<file path="config.mk">
export PLATFORM = sky130hd
export DESIGN_NAME = rbbt_regs
export DESIGN_NICKNAME = d
export VERILOG_FILES = /design/src/rtl/rbbt_pkg.sv /design/src/rtl/rbbt_regs.sv
export SDC_FILE = /design/constraint.sdc
export NUM_CORES = 1
export LEC_CHECK = 0
export BUFFER_PORTS_ARGS = -buffer_cell sky130_fd_sc_hd__clkbuf_2
export CORE_MARGIN = 8
export CORE_UTILIZATION = 30
export DETAILED_ROUTE_END_ITERATION = 16
export PLACE_DENSITY = 0.66
export SLEW_MARGIN = 20
export SYNTH_ARGS = -nofsm -noshare
export SYNTH_HDL_FRONTEND = slang
export SYNTH_SLANG_ARGS = --single-unit
</file>
<file path="constraint.sdc">
create_clock -name clk -period 0.96 [get_ports clk]
set_clock_uncertainty 0.1 [all_clocks]
set_input_delay 0.096 -clock clk [delete_from_list [all_inputs] [get_ports clk]]
set_output_delay 0.096 -clock clk [all_outputs]
set_load 0.01 [all_outputs]
</file>
<file path="src/rtl/rbbt_pkg.sv">
// shared types, constants and register map of the rolling band breakout trader
`timescale 1ns / 1ps

package rbbt_pkg;

	localparam int WINDOW_MAX_DEF = 64;
	localparam int PRICE_BITS_DEF = 24;

	localparam int WL_W     = 7;
	localparam int MAXPOS_W = 8;
	localparam int BAND_W   = 4;
	localparam int POS_W    = MAXPOS_W + 1;
	localparam int PNL_W    = 48;
	localparam int ACT_W    = 2;

	localparam int OUT_FIELDS_W = ACT_W + POS_W + 2 * PNL_W;
	localparam int OUT_TDATA_W  = ((OUT_FIELDS_W + 7) / 8) * 8;

	localparam int CFG_ADDR_W = 4;
	localparam int CFG_DATA_W = 32;
	localparam int REG_IDX_W  = CFG_ADDR_W - 2;

	localparam logic [REG_IDX_W-1:0] REG_WINDOW_LENGTH = 2'd0;
	localparam logic [REG_IDX_W-1:0] REG_MAX_POSITION  = 2'd1;
	localparam logic [REG_IDX_W-1:0] REG_BAND_WIDTH    = 2'd2;

	localparam logic [WL_W-1:0]     WL_RST     = 7'd20;
	localparam logic [MAXPOS_W-1:0] MAXPOS_RST = 8'd5;
	localparam logic [BAND_W-1:0]   BAND_RST   = 4'd2;

	localparam logic signed [PNL_W-1:0] PNL_MAX = {1'b0, {(PNL_W-1){1'b1}}};
	localparam logic signed [PNL_W-1:0] PNL_MIN = {1'b1, {(PNL_W-1){1'b0}}};

	typedef enum logic [ACT_W-1:0] {
		ACT_NONE = 2'd0,
		ACT_BUY  = 2'd1,
		ACT_SELL = 2'd2
	} action_t;

	typedef enum logic [3:0] {
		ST_IDLE,
		ST_SQ_OLD,
		ST_SQ_NEW,
		ST_SQ_SUM,
		ST_PROD,
		ST_VAR,
		ST_THR,
		ST_DECIDE,
		ST_MARK,
		ST_OUT
	} ctrl_state_t;

	typedef struct packed {
		logic [WL_W-1:0]     window_length;
		logic [MAXPOS_W-1:0] max_position;
		logic [BAND_W-1:0]   band_width;
	} cfg_t;

	typedef struct packed {
		logic load;
		logic old_sq;
		logic new_sq;
		logic sum_sq;
		logic prod;
		logic var_sub;
		logic thr;
		logic decide;
		logic mark;
		logic out_load;
	} cmd_t;

	typedef struct packed {
		logic full;
	} stat_t;

endpackage

</file>
<file path="src/rtl/rbbt_regs.sv">
// configuration register file behind the apb-style port
`timescale 1ns / 1ps

module rbbt_regs
	import rbbt_pkg::*;
(
	input  logic                  clk,
	input  logic                  arst_n,
	input  logic                  psel,
	input  logic                  penable,
	input  logic                  pwrite,
	input  logic [CFG_ADDR_W-1:0] paddr,
	input  logic [CFG_DATA_W-1:0] pwdata,
	output logic [CFG_DATA_W-1:0] prdata,
	output logic                  pready,
	output cfg_t                  cfg,
	output logic                  restart
);

	logic                 wr_en;
	logic [REG_IDX_W-1:0] idx;
	cfg_t                 cfg_q;

	assign pready  = 1'b1;
	assign wr_en   = psel & penable & pwrite & pready;
	assign idx     = paddr[CFG_ADDR_W-1:2];
	assign restart = wr_en && (idx == REG_WINDOW_LENGTH);
	assign cfg     = cfg_q;

	always_ff @(posedge clk or negedge arst_n) begin
		if (!arst_n) begin
			cfg_q.window_length <= WL_RST;
			cfg_q.max_position  <= MAXPOS_RST;
			cfg_q.band_width    <= BAND_RST;
		end else if (wr_en) begin
			case (idx)
				REG_WINDOW_LENGTH: cfg_q.window_length <= pwdata[WL_W-1:0];
				REG_MAX_POSITION:  cfg_q.max_position  <= pwdata[MAXPOS_W-1:0];
				REG_BAND_WIDTH:    cfg_q.band_width    <= pwdata[BAND_W-1:0];
				default: ;
			endcase
		end
	end

	always_comb begin
		prdata = '0;
		case (idx)
			REG_WINDOW_LENGTH: prdata = CFG_DATA_W'(cfg_q.window_length);
			REG_MAX_POSITION:  prdata = CFG_DATA_W'(cfg_q.max_position);
			REG_BAND_WIDTH:    prdata = CFG_DATA_W'(cfg_q.band_width);
			default:           prdata = '0;
		endcase
	end

endmodule

</file>
==> impl_metrics.tcl <==
set metrics [dict create \
    status "finished with violations" \
    violations "negative setup slack" \
    min_delay_path_depth 2 \
    pre_cts_ws_ns -0.322 \
    min_period_ns 1.34 \
    p_leak_nw 0.945 \
    r2r_setup_slack_ns -0.05 \
    p_clk_frac 0.169 \
    grt_max_degree 20 \
    min_path_type "primary input to flop" \
    drc_errors 0 \
    switching_power_mw 0.958 \
    layout_common_cells "buf_6, conb_1, clkbuf_2, dfrtp_1, mux2_4" \
    gp_congestion 0.801 \
    reg2reg_depth 3 \
    timing.rr.end "cfg[4]" \
    core_area_um2 3610 \
    cts_max_level 1 \
    place_area_um2 1410 \
    r2r_start "cfg[4]" \
    cts_root_buf "clkbuf_8" \
    hold_end "cfg[2]" \
    num_rows 22 \
    whs_ns 0.0211 \
    comb_power_share 0.473 \
    first_pass_iters 2 \
    ys_seq_area_frac 0.433 \
    worst_ep_arrival_time_ns 1.14 \
    cp_max_fo 2 \
    switching_share 0.295 \
    cts_made_buffers 3 \
    p_int_mw 2.29 \
    synth_simple_gate_area_frac 0.0944 \
    wl_per_cell_um 14.8 \
    cts_tree "done" \
    cts_buffer_depth 2 \
    final_common_cell "buf_6" \
    power.density_nw_per_um2 1770 \
    stdcell_area_um2 1830 \
    synthCells 91 \
    synth-seq-cells 19 \
    io-pin-count 94 \
    multi_input_area_um2 552 \
    antenna_found_initial 0 \
    min-delay-start "pwdata[2]" \
    routed_wl_um 3180 \
    clock.fmax_ghz 0.747 \
    synth_xor_xnor_area_share 0 \
    final-hold-violation-count 0 \
    grt_pass1_vias 1015 \
    stdcell_count 215 \
    numClockSinks 19 \
    synth_cell_types 17 \
    port_buffers 42 \
    seq_area_um2 482 \
    maxCapViolations 0 \
    diodes 0 \
    synth_mux_area_frac 0.269 \
    clock_latency_ns 0.25 \
    largest_reg_flops 19 \
    drive_gt1_frac 0.611 \
    vias 893 \
    slew_viol_final 0 \
    via_per_inst 4.15 \
    setup_violations 41 \
    clk_pin_slew_ns 0.07 \
    die_x_um 76.9 \
    end_kind "output pin" \
    synth_area_um2 1110 \
    gr-usage-all-layers 0.100 \
    hpwl_um 2290 \
    dr.first_iter.drc_count 10 \
    nets 209 \
    grt_pass1_wl_um 4910 \
    synthAdderAreaFrac 0 \
    fillers 333 \
    critPathLaunchType "flop" \
    dieHeight_um 76.9 \
    start_util 0.309 \
    critical_path_class "flop to output pin" \
    synth_compound_area_frac 0.0180 \
    tns_ns -4.93 \
    ant_nets 0 \
    syn_to_final_growth_pct 64.5 \
    synth_top_family_by_area "multiplexers" \
    fin_util 0.508 \
    overflow 0 \
    postLayoutSetupSlackWorst_ns -0.379 \
    pwr-share-seq 0.358 \
    required_ns 0.76 \
    worst_ir_drop_vdd_mv 1.10 \
    dp_cells 193 \
    finalPower_mw 3.25 \
    rsz0062_at_grt "true" \
    avgSynthCellArea_um2 12.2 \
    dieArea_um2 5920 \
    fin_crit_sh 1.40 \
    ys_warn_count 0 \
]
cell usage after synthesis:
library cell,n,area (µm²)
nor2_1,3,11.3
dfstp_2,5,131
or3b_4,1,11.3
mux2_4,4,60.1
mux2_2,15,169
dfrtp_1,14,350
buf_4,26,195
nor2b_1,1,6.26
nor3b_4,1,18.8
nor3_4,1,16.3
nand2_1,4,15.0
conb_1,2,7.51
nand3_4,1,17.5
mux2i_1,7,70.1
buf_2,1,5.00
and3b_1,1,8.76
o21ai_0,4,20.0
layout make-up:
class	count	share of cell area
sequential	19	0.263
clock buffer	4	0.0246
timing repair buffer	76	0.378
multi-input combinational	68	0.301
tap	48	0.0328
layer usage:
| metal | up-vias | track usage | share of wire |
|---|---|---|---|
| li1 | 410 | - | - |
| met1 | 423 | 0.111 | 0.39 |
| met2 | 53 | 0.159 | 0.48 |
| met3 | 7 | 0.0548 | 0.12 |
| met4 | 0 | 0.0308 | 0.014 |
| met5 | - | 0 | 0 |
repair_timing:
item                                    in CTS  in global routing
endpoints found under the setup margin      41                 44
resized for setup                           29                 43
pin swaps                                    2                  6
setup buffers                               12                  6
hold endpoints to repair                    21                  0
hold buffers                                 5                  0
critical path: stages (launching register included):
cell,delay [ns]
dfstp_2,0.53
mux2i_1,0.07
o21ai_1,0.15
buf_2,0.15
power groups by stage:
stage          combinational, mW  clock (mW)  sequential [mW]
2_1_floorplan              0.473           0             1.25
3_3_place_gp               0.956           0             1.16
3_5_place_dp               0.974           0             1.17
4_1_cts                     1.36       0.561             1.16
5_1_grt                     1.66       0.599             1.19
6_report                    1.54       0.549             1.16
cells by family after synthesis:
family | count (synthesis)
buffers and inverters | 27
and+or+nand+nor | 13
muxes | 26
other | 2
AOI/OAI and AO/OA | 4
DFF | 19
worst max-delay path by stage:
stage,startpoint,slack [ns],endpoint,cells past startpoint
CTS,cfg[6],-0.40,prdata[2],3
finish,cfg[6],-0.38,prdata[2],3
floorplan,paddr[2],-0.22,cfg[12],3
global route,cfg[6],-0.47,prdata[2],3
detailed placement,pwrite,-0.32,cfg[0],4
global placement,pwrite,-0.30,cfg[0],4
Power figures use the tool's default switching activity.
