===== config.mk =====
export PLATFORM = sky130hd
export DESIGN_NAME = rbbt_ctrl
export DESIGN_NICKNAME = d
export VERILOG_FILES = /design/src/rtl/rbbt_pkg.sv /design/src/rtl/rbbt_ctrl.sv
export SDC_FILE = /design/constraint.sdc
export NUM_CORES = 1
export LEC_CHECK = 0
export CAP_MARGIN = 20
export CORE_AREA = 2 2 39 41
export CTS_BUF_LIST = sky130_fd_sc_hd__clkbuf_4 sky130_fd_sc_hd__clkbuf_8
export CTS_CLUSTER_SIZE = 28
export DETAILED_ROUTE_END_ITERATION = 8
export DIE_AREA = 0 0 41 43
export DONT_BUFFER_PORTS = 1
export GPL_TIMING_DRIVEN = 0
export SYNTH_ARGS = -nofsm -noshare
export SYNTH_HDL_FRONTEND = slang
export SYNTH_SLANG_ARGS = --single-unit

===== constraint.sdc =====
create_clock -name clk -period 1.6 [get_ports clk]
set_clock_uncertainty 0.1 [all_clocks]
set_input_delay 0.08 -clock clk [delete_from_list [all_inputs] [get_ports clk]]
set_output_delay 0.08 -clock clk [all_outputs]
set_load 0.005 [all_outputs]

===== src/rtl/rbbt_pkg.sv =====
// shared types, constants and register map of the rolling band breakout trader
`timescale 1ns / 1ps

package rbbt_pkg;

	localparam int WINDOW_MAX_DEF = 64;
	localparam int PRICE_BITS_DEF = 24;

	localparam int WL_W     = 7;
	localparam int MAXPOS_W = 8;
	localparam int BAND_W   = 4;
	localparam int POS_W    = MAXPOS_W + 1;
	localparam int PNL_W    = 48;
	localparam int ACT_W    = 2;

	localparam int OUT_FIELDS_W = ACT_W + POS_W + 2 * PNL_W;
	localparam int OUT_TDATA_W  = ((OUT_FIELDS_W + 7) / 8) * 8;

	localparam int CFG_ADDR_W = 4;
	localparam int CFG_DATA_W = 32;
	localparam int REG_IDX_W  = CFG_ADDR_W - 2;

	localparam logic [REG_IDX_W-1:0] REG_WINDOW_LENGTH = 2'd0;
	localparam logic [REG_IDX_W-1:0] REG_MAX_POSITION  = 2'd1;
	localparam logic [REG_IDX_W-1:0] REG_BAND_WIDTH    = 2'd2;

	localparam logic [WL_W-1:0]     WL_RST     = 7'd20;
	localparam logic [MAXPOS_W-1:0] MAXPOS_RST = 8'd5;
	localparam logic [BAND_W-1:0]   BAND_RST   = 4'd2;

	localparam logic signed [PNL_W-1:0] PNL_MAX = {1'b0, {(PNL_W-1){1'b1}}};
	localparam logic signed [PNL_W-1:0] PNL_MIN = {1'b1, {(PNL_W-1){1'b0}}};

	typedef enum logic [ACT_W-1:0] {
		ACT_NONE = 2'd0,
		ACT_BUY  = 2'd1,
		ACT_SELL = 2'd2
	} action_t;

	typedef enum logic [3:0] {
		ST_IDLE,
		ST_SQ_OLD,
		ST_SQ_NEW,
		ST_SQ_SUM,
		ST_PROD,
		ST_VAR,
		ST_THR,
		ST_DECIDE,
		ST_MARK,
		ST_OUT
	} ctrl_state_t;

	typedef struct packed {
		logic [WL_W-1:0]     window_length;
		logic [MAXPOS_W-1:0] max_position;
		logic [BAND_W-1:0]   band_width;
	} cfg_t;

	typedef struct packed {
		logic load;
		logic old_sq;
		logic new_sq;
		logic sum_sq;
		logic prod;
		logic var_sub;
		logic thr;
		logic decide;
		logic mark;
		logic out_load;
	} cmd_t;

	typedef struct packed {
		logic full;
	} stat_t;

endpackage


===== src/rtl/rbbt_ctrl.sv =====
// sequencing state machine and output valid of the trader
`timescale 1ns / 1ps

module rbbt_ctrl
	import rbbt_pkg::*;
(
	input  logic  clk,
	input  logic  arst_n,
	input  logic  s_tvalid,
	output logic  s_tready,
	output logic  m_tvalid,
	input  logic  m_tready,
	input  stat_t stat,
	output cmd_t  cmd
);

	ctrl_state_t state_q;
	ctrl_state_t state_d;
	logic        out_valid_q;

	always_ff @(posedge clk or negedge arst_n) begin
		if (!arst_n) begin
			state_q <= ST_IDLE;
		end else begin
			state_q <= state_d;
		end
	end

	always_ff @(posedge clk or negedge arst_n) begin
		if (!arst_n) begin
			out_valid_q <= 1'b0;
		end else if (cmd.out_load) begin
			out_valid_q <= 1'b1;
		end else if (m_tready) begin
			out_valid_q <= 1'b0;
		end
	end

	assign m_tvalid = out_valid_q;

	always_comb begin
		state_d  = state_q;
		cmd      = '0;
		s_tready = 1'b0;
		case (state_q)
			ST_IDLE: begin
				s_tready = 1'b1;
				if (s_tvalid) begin
					cmd.load = 1'b1;
					state_d  = ST_SQ_OLD;
				end
			end
			ST_SQ_OLD: begin
				cmd.old_sq = 1'b1;
				state_d    = ST_SQ_NEW;
			end
			ST_SQ_NEW: begin
				cmd.new_sq = 1'b1;
				state_d    = ST_SQ_SUM;
			end
			ST_SQ_SUM: begin
				cmd.sum_sq = 1'b1;
				// warm-up items end here without a result
				state_d    = stat.full ? ST_PROD : ST_IDLE;
			end
			ST_PROD: begin
				cmd.prod = 1'b1;
				state_d  = ST_VAR;
			end
			ST_VAR: begin
				cmd.var_sub = 1'b1;
				state_d     = ST_THR;
			end
			ST_THR: begin
				cmd.thr = 1'b1;
				state_d = ST_DECIDE;
			end
			ST_DECIDE: begin
				cmd.decide = 1'b1;
				state_d    = ST_MARK;
			end
			ST_MARK: begin
				cmd.mark = 1'b1;
				state_d  = ST_OUT;
			end
			ST_OUT: begin
				if (!out_valid_q || m_tready) begin
					cmd.out_load = 1'b1;
					state_d      = ST_IDLE;
				end
			end
			default: state_d = ST_IDLE;
		endcase
	end

endmodule


==> flow_metrics.env <==
export IMPL_fin_nets=53
export IMPL_rows=14
export IMPL_power_density_nw_per_um2=1750
export IMPL_core_area_um2=1380
export IMPL_synthToLayoutAreaGrowth_pct=31.6
export IMPL_die_x_um=41
export IMPL_dpl_cell_area_um2=325
export IMPL_syn_nets=44
export IMPL_crit_start="state_q[2]$_DFFE_PN0P_"
export IMPL_critical_path_class="reg2out"
export IMPL_grt_pass1_vias=264
export IMPL_stdcell_count=63
export IMPL_grt_pass1_wl_um=1150
export IMPL_antenna_found_initial=0
export IMPL_clkPwrFrac_pct=22.8
export IMPL_p_int_w=0.000408
export IMPL_required_ns=1.42
export IMPL_worst_setup_path_start_kind="flop"
export IMPL_post_synth_cell_area_avg_um2=7.83
export IMPL_power_share_combinational_pct=50.8
export IMPL_fin_area_um2=402
export IMPL_rsz0062_at_grt="yes"
export IMPL_peakVddDrop_mv=0.573
export IMPL_ys_ff_latch=5
export IMPL_rrSetupSlack_ns=0.20
export IMPL_finalSetupViolCount=0
export IMPL_postRouteAntennaNets=0
export IMPL_drive_above_1_share_pct=17.0
export IMPL_cp_max_fo=10
export IMPL_drtIter0Drc=5
export IMPL_wl_per_cell_um=11.1
export IMPL_clk_pin_slew_ns=0.04
export IMPL_place_congestion=0.697
export IMPL_dieArea_um2=1760
export IMPL_dp_cells=55
export IMPL_place_hpwl_um=523
export IMPL_total_power_w=0.000704
export IMPL_antenna_cells=0
export IMPL_worst_path_stages=3
export IMPL_cts_root_buf="clkbuf_4"
export IMPL_yosysWarningCount=0
export IMPL_drt_total_wl_um=698
export IMPL_max_slew_margin_pct=74.1
export IMPL_end_kind="primary output"
export IMPL_sequentialPowerShare_pct=26.4
export IMPL_cap_violations=0
export IMPL_fmax_mhz=677
export IMPL_syn_inst=39
export IMPL_via_per_inst=4.73
export IMPL_endpoint="cmd[0]"
export IMPL_yosysSeqAreaShare_pct=41.0
export IMPL_nFillCells=155
export IMPL_ios=17
export IMPL_tightest_slew_ns=0.389
export IMPL_switching_power_w=0.000296
export IMPL_worstPathCellList="clkbuf_1, nand2b_1, nor3_1"
export IMPL_cp_top_family="simple AND/OR/NAND/NOR gates"
export IMPL_fin_crit_sh_pct=92.3
export IMPL_finalMaxSlewViolations=0
export IMPL_status="finished, final reports clean"
export IMPL_regToRegStartpoint="state_q[2]$_DFFE_PN0P_"
export IMPL_grt_ovfl_total=0
export IMPL_power_leakage_nw=0.166
export IMPL_io_buffers=0
export IMPL_numCtsBuffers=3
export IMPL_netlist_area_um2=305
export IMPL_path_buf_inv=1
export IMPL_post_cts_setup_buffers=0
export IMPL_vias=298
export IMPL_grt_max_degree=11
export IMPL_cp_slowest_cell="dfrtp_1"
export IMPL_gr_usage_all_layers_pct=10.1
export IMPL_synth_distinct_cells=15
export IMPL_fin_util_pct=29.0
export IMPL_worstSkewPairLatency_ns=0.24
export IMPL_drc=0
export IMPL_clock_sinks=5
export IMPL_start_util_pct=22.1
export IMPL_slowest_delay_ns=0.35
export IMPL_hold_class="in2async"
export IMPL_hold_violations=0
export IMPL_drt_first_pass_iters=4
export IMPL_ys_top_cells_by_area="dfrtp_1 41%, nand2b_1 10%, nor3_1 9.8%"
export IMPL_switching_share_pct=42.0
export IMPL_critPathArrivalTime_ns=1.30
export IMPL_htreeDepth=1
export IMPL_worst_r2r_endpoint="state_q[0]$_DFFE_PN0P_"
export IMPL_yosys_area_top_type="dfrtp_1"
export IMPL_cts_tree="done"
export IMPL_min_period_ns=1.48
export IMPL_ctsLongestPathBuffers=2
export IMPL_die_height_um=43
export IMPL_rr_worst_depth=4
export IMPL_synth_top_area_share_pct=41.0
[metal layers]
metal	part of all wire [%]	vias to the layer above	track usage (%)	wire length, um
met1	53	126	13.7	371
met5	0	-	0	0
met2	40	16	11.6	276
li1	-	156	-	-
met4	0	0	10.0	0
met3	7.0	0	3.14	49
[layout make-up]
cell class	count	area, um2	share of cell area [%]
Buffer	4	18.8	4.67
Clock buffer	4	30.0	7.48
Multi-Input combinational cell	30	168	41.7
Sequential cell	5	125	31.2
Tap cell	16	20.0	4.98
Timing Repair Buffer	4	40.0	9.97
[how the worst min path moves through the flow]
| stage | from | to |
|---|---|---|
| 5_1_grt | arst_n | state_q[1]$_DFFE_PN0P_ |
| 6_report | arst_n | m_tvalid$_DFFE_PN0P_ |
| 3_3_place_gp | arst_n | m_tvalid$_DFFE_PN0P_ |
| 2_1_floorplan | arst_n | m_tvalid$_DFFE_PN0P_ |
| 4_1_cts | arst_n | m_tvalid$_DFFE_PN0P_ |
| 3_5_place_dp | arst_n | m_tvalid$_DFFE_PN0P_ |
[what timing repair did]
| action | 4_1_cts | 5_1_grt |
|---|---|---|
| gates resized for setup | 0 | 1 |
| hold endpoints to repair | 8 | 0 |
| hold buffers | 4 | 0 |
| setup endpoints to repair | 0 | 1 |
[power groups by stage]
stage / Sequential [W] / Clock [W] / Combinational [W]
finish: 0.000186 / 0.000161 / 0.000358
global route: 0.000192 / 0.000181 / 0.000403
CTS: 0.000187 / 0.000167 / 0.000348
detailed placement: 0.000189 / 0 / 0.000336
global placement: 0.000186 / 0 / 0.000328
floorplan: 0.000185 / 0 / 0.000276
[kinds of logic after synthesis]
family	synth area share, %
DFF	41.0
AOI/OAI and AO/OA	12.7
buffers and inverters	6.14
and+or+nand+nor	40.2
[stage by stage]
stage               setup WS [ns]    TNS, ns  hold WS, ns
floorplan                   0.287          0       -0.316
global placement            0.245          0       -0.315
detailed placement          0.225          0       -0.315
CTS                        0.0432          0       0.0367
global route            -0.000596  -0.000596       0.0440
finish                      0.123          0       0.0343
[state kept, by name (all words and copies together) (netlist names)]
name      flops
state_q       4
m_tvalid      1
[cells in the mapped netlist, drive strengths merged]
cell type / count
clkbuf: 1
nand4b: 1
nand2: 4
a211o: 1
nor2b: 1
nor4: 1
o21ai: 3
dfrtp: 5
nand2b: 5
or4: 1
a21oi: 3
buf: 3
nor3: 6
and2: 1
nor2: 3
[cell usage in the layout (no fill, tap or decap)]
master / n
nor4_2: 1
nor3_1: 6
nand2b_1: 5
nand4b_1: 1
and2_1: 1
buf_2: 3
a211o_1: 1
nor2_1: 3
clkbuf_4: 4
clkbuf_1: 1
o21ai_0: 3
nand2_1: 4
dfrtp_1: 5
nor2b_1: 1
a21oi_1: 3
or4_1: 1
dlygate4sd3_1: 4
Note: power is estimated with default switching activity, not from simulation.
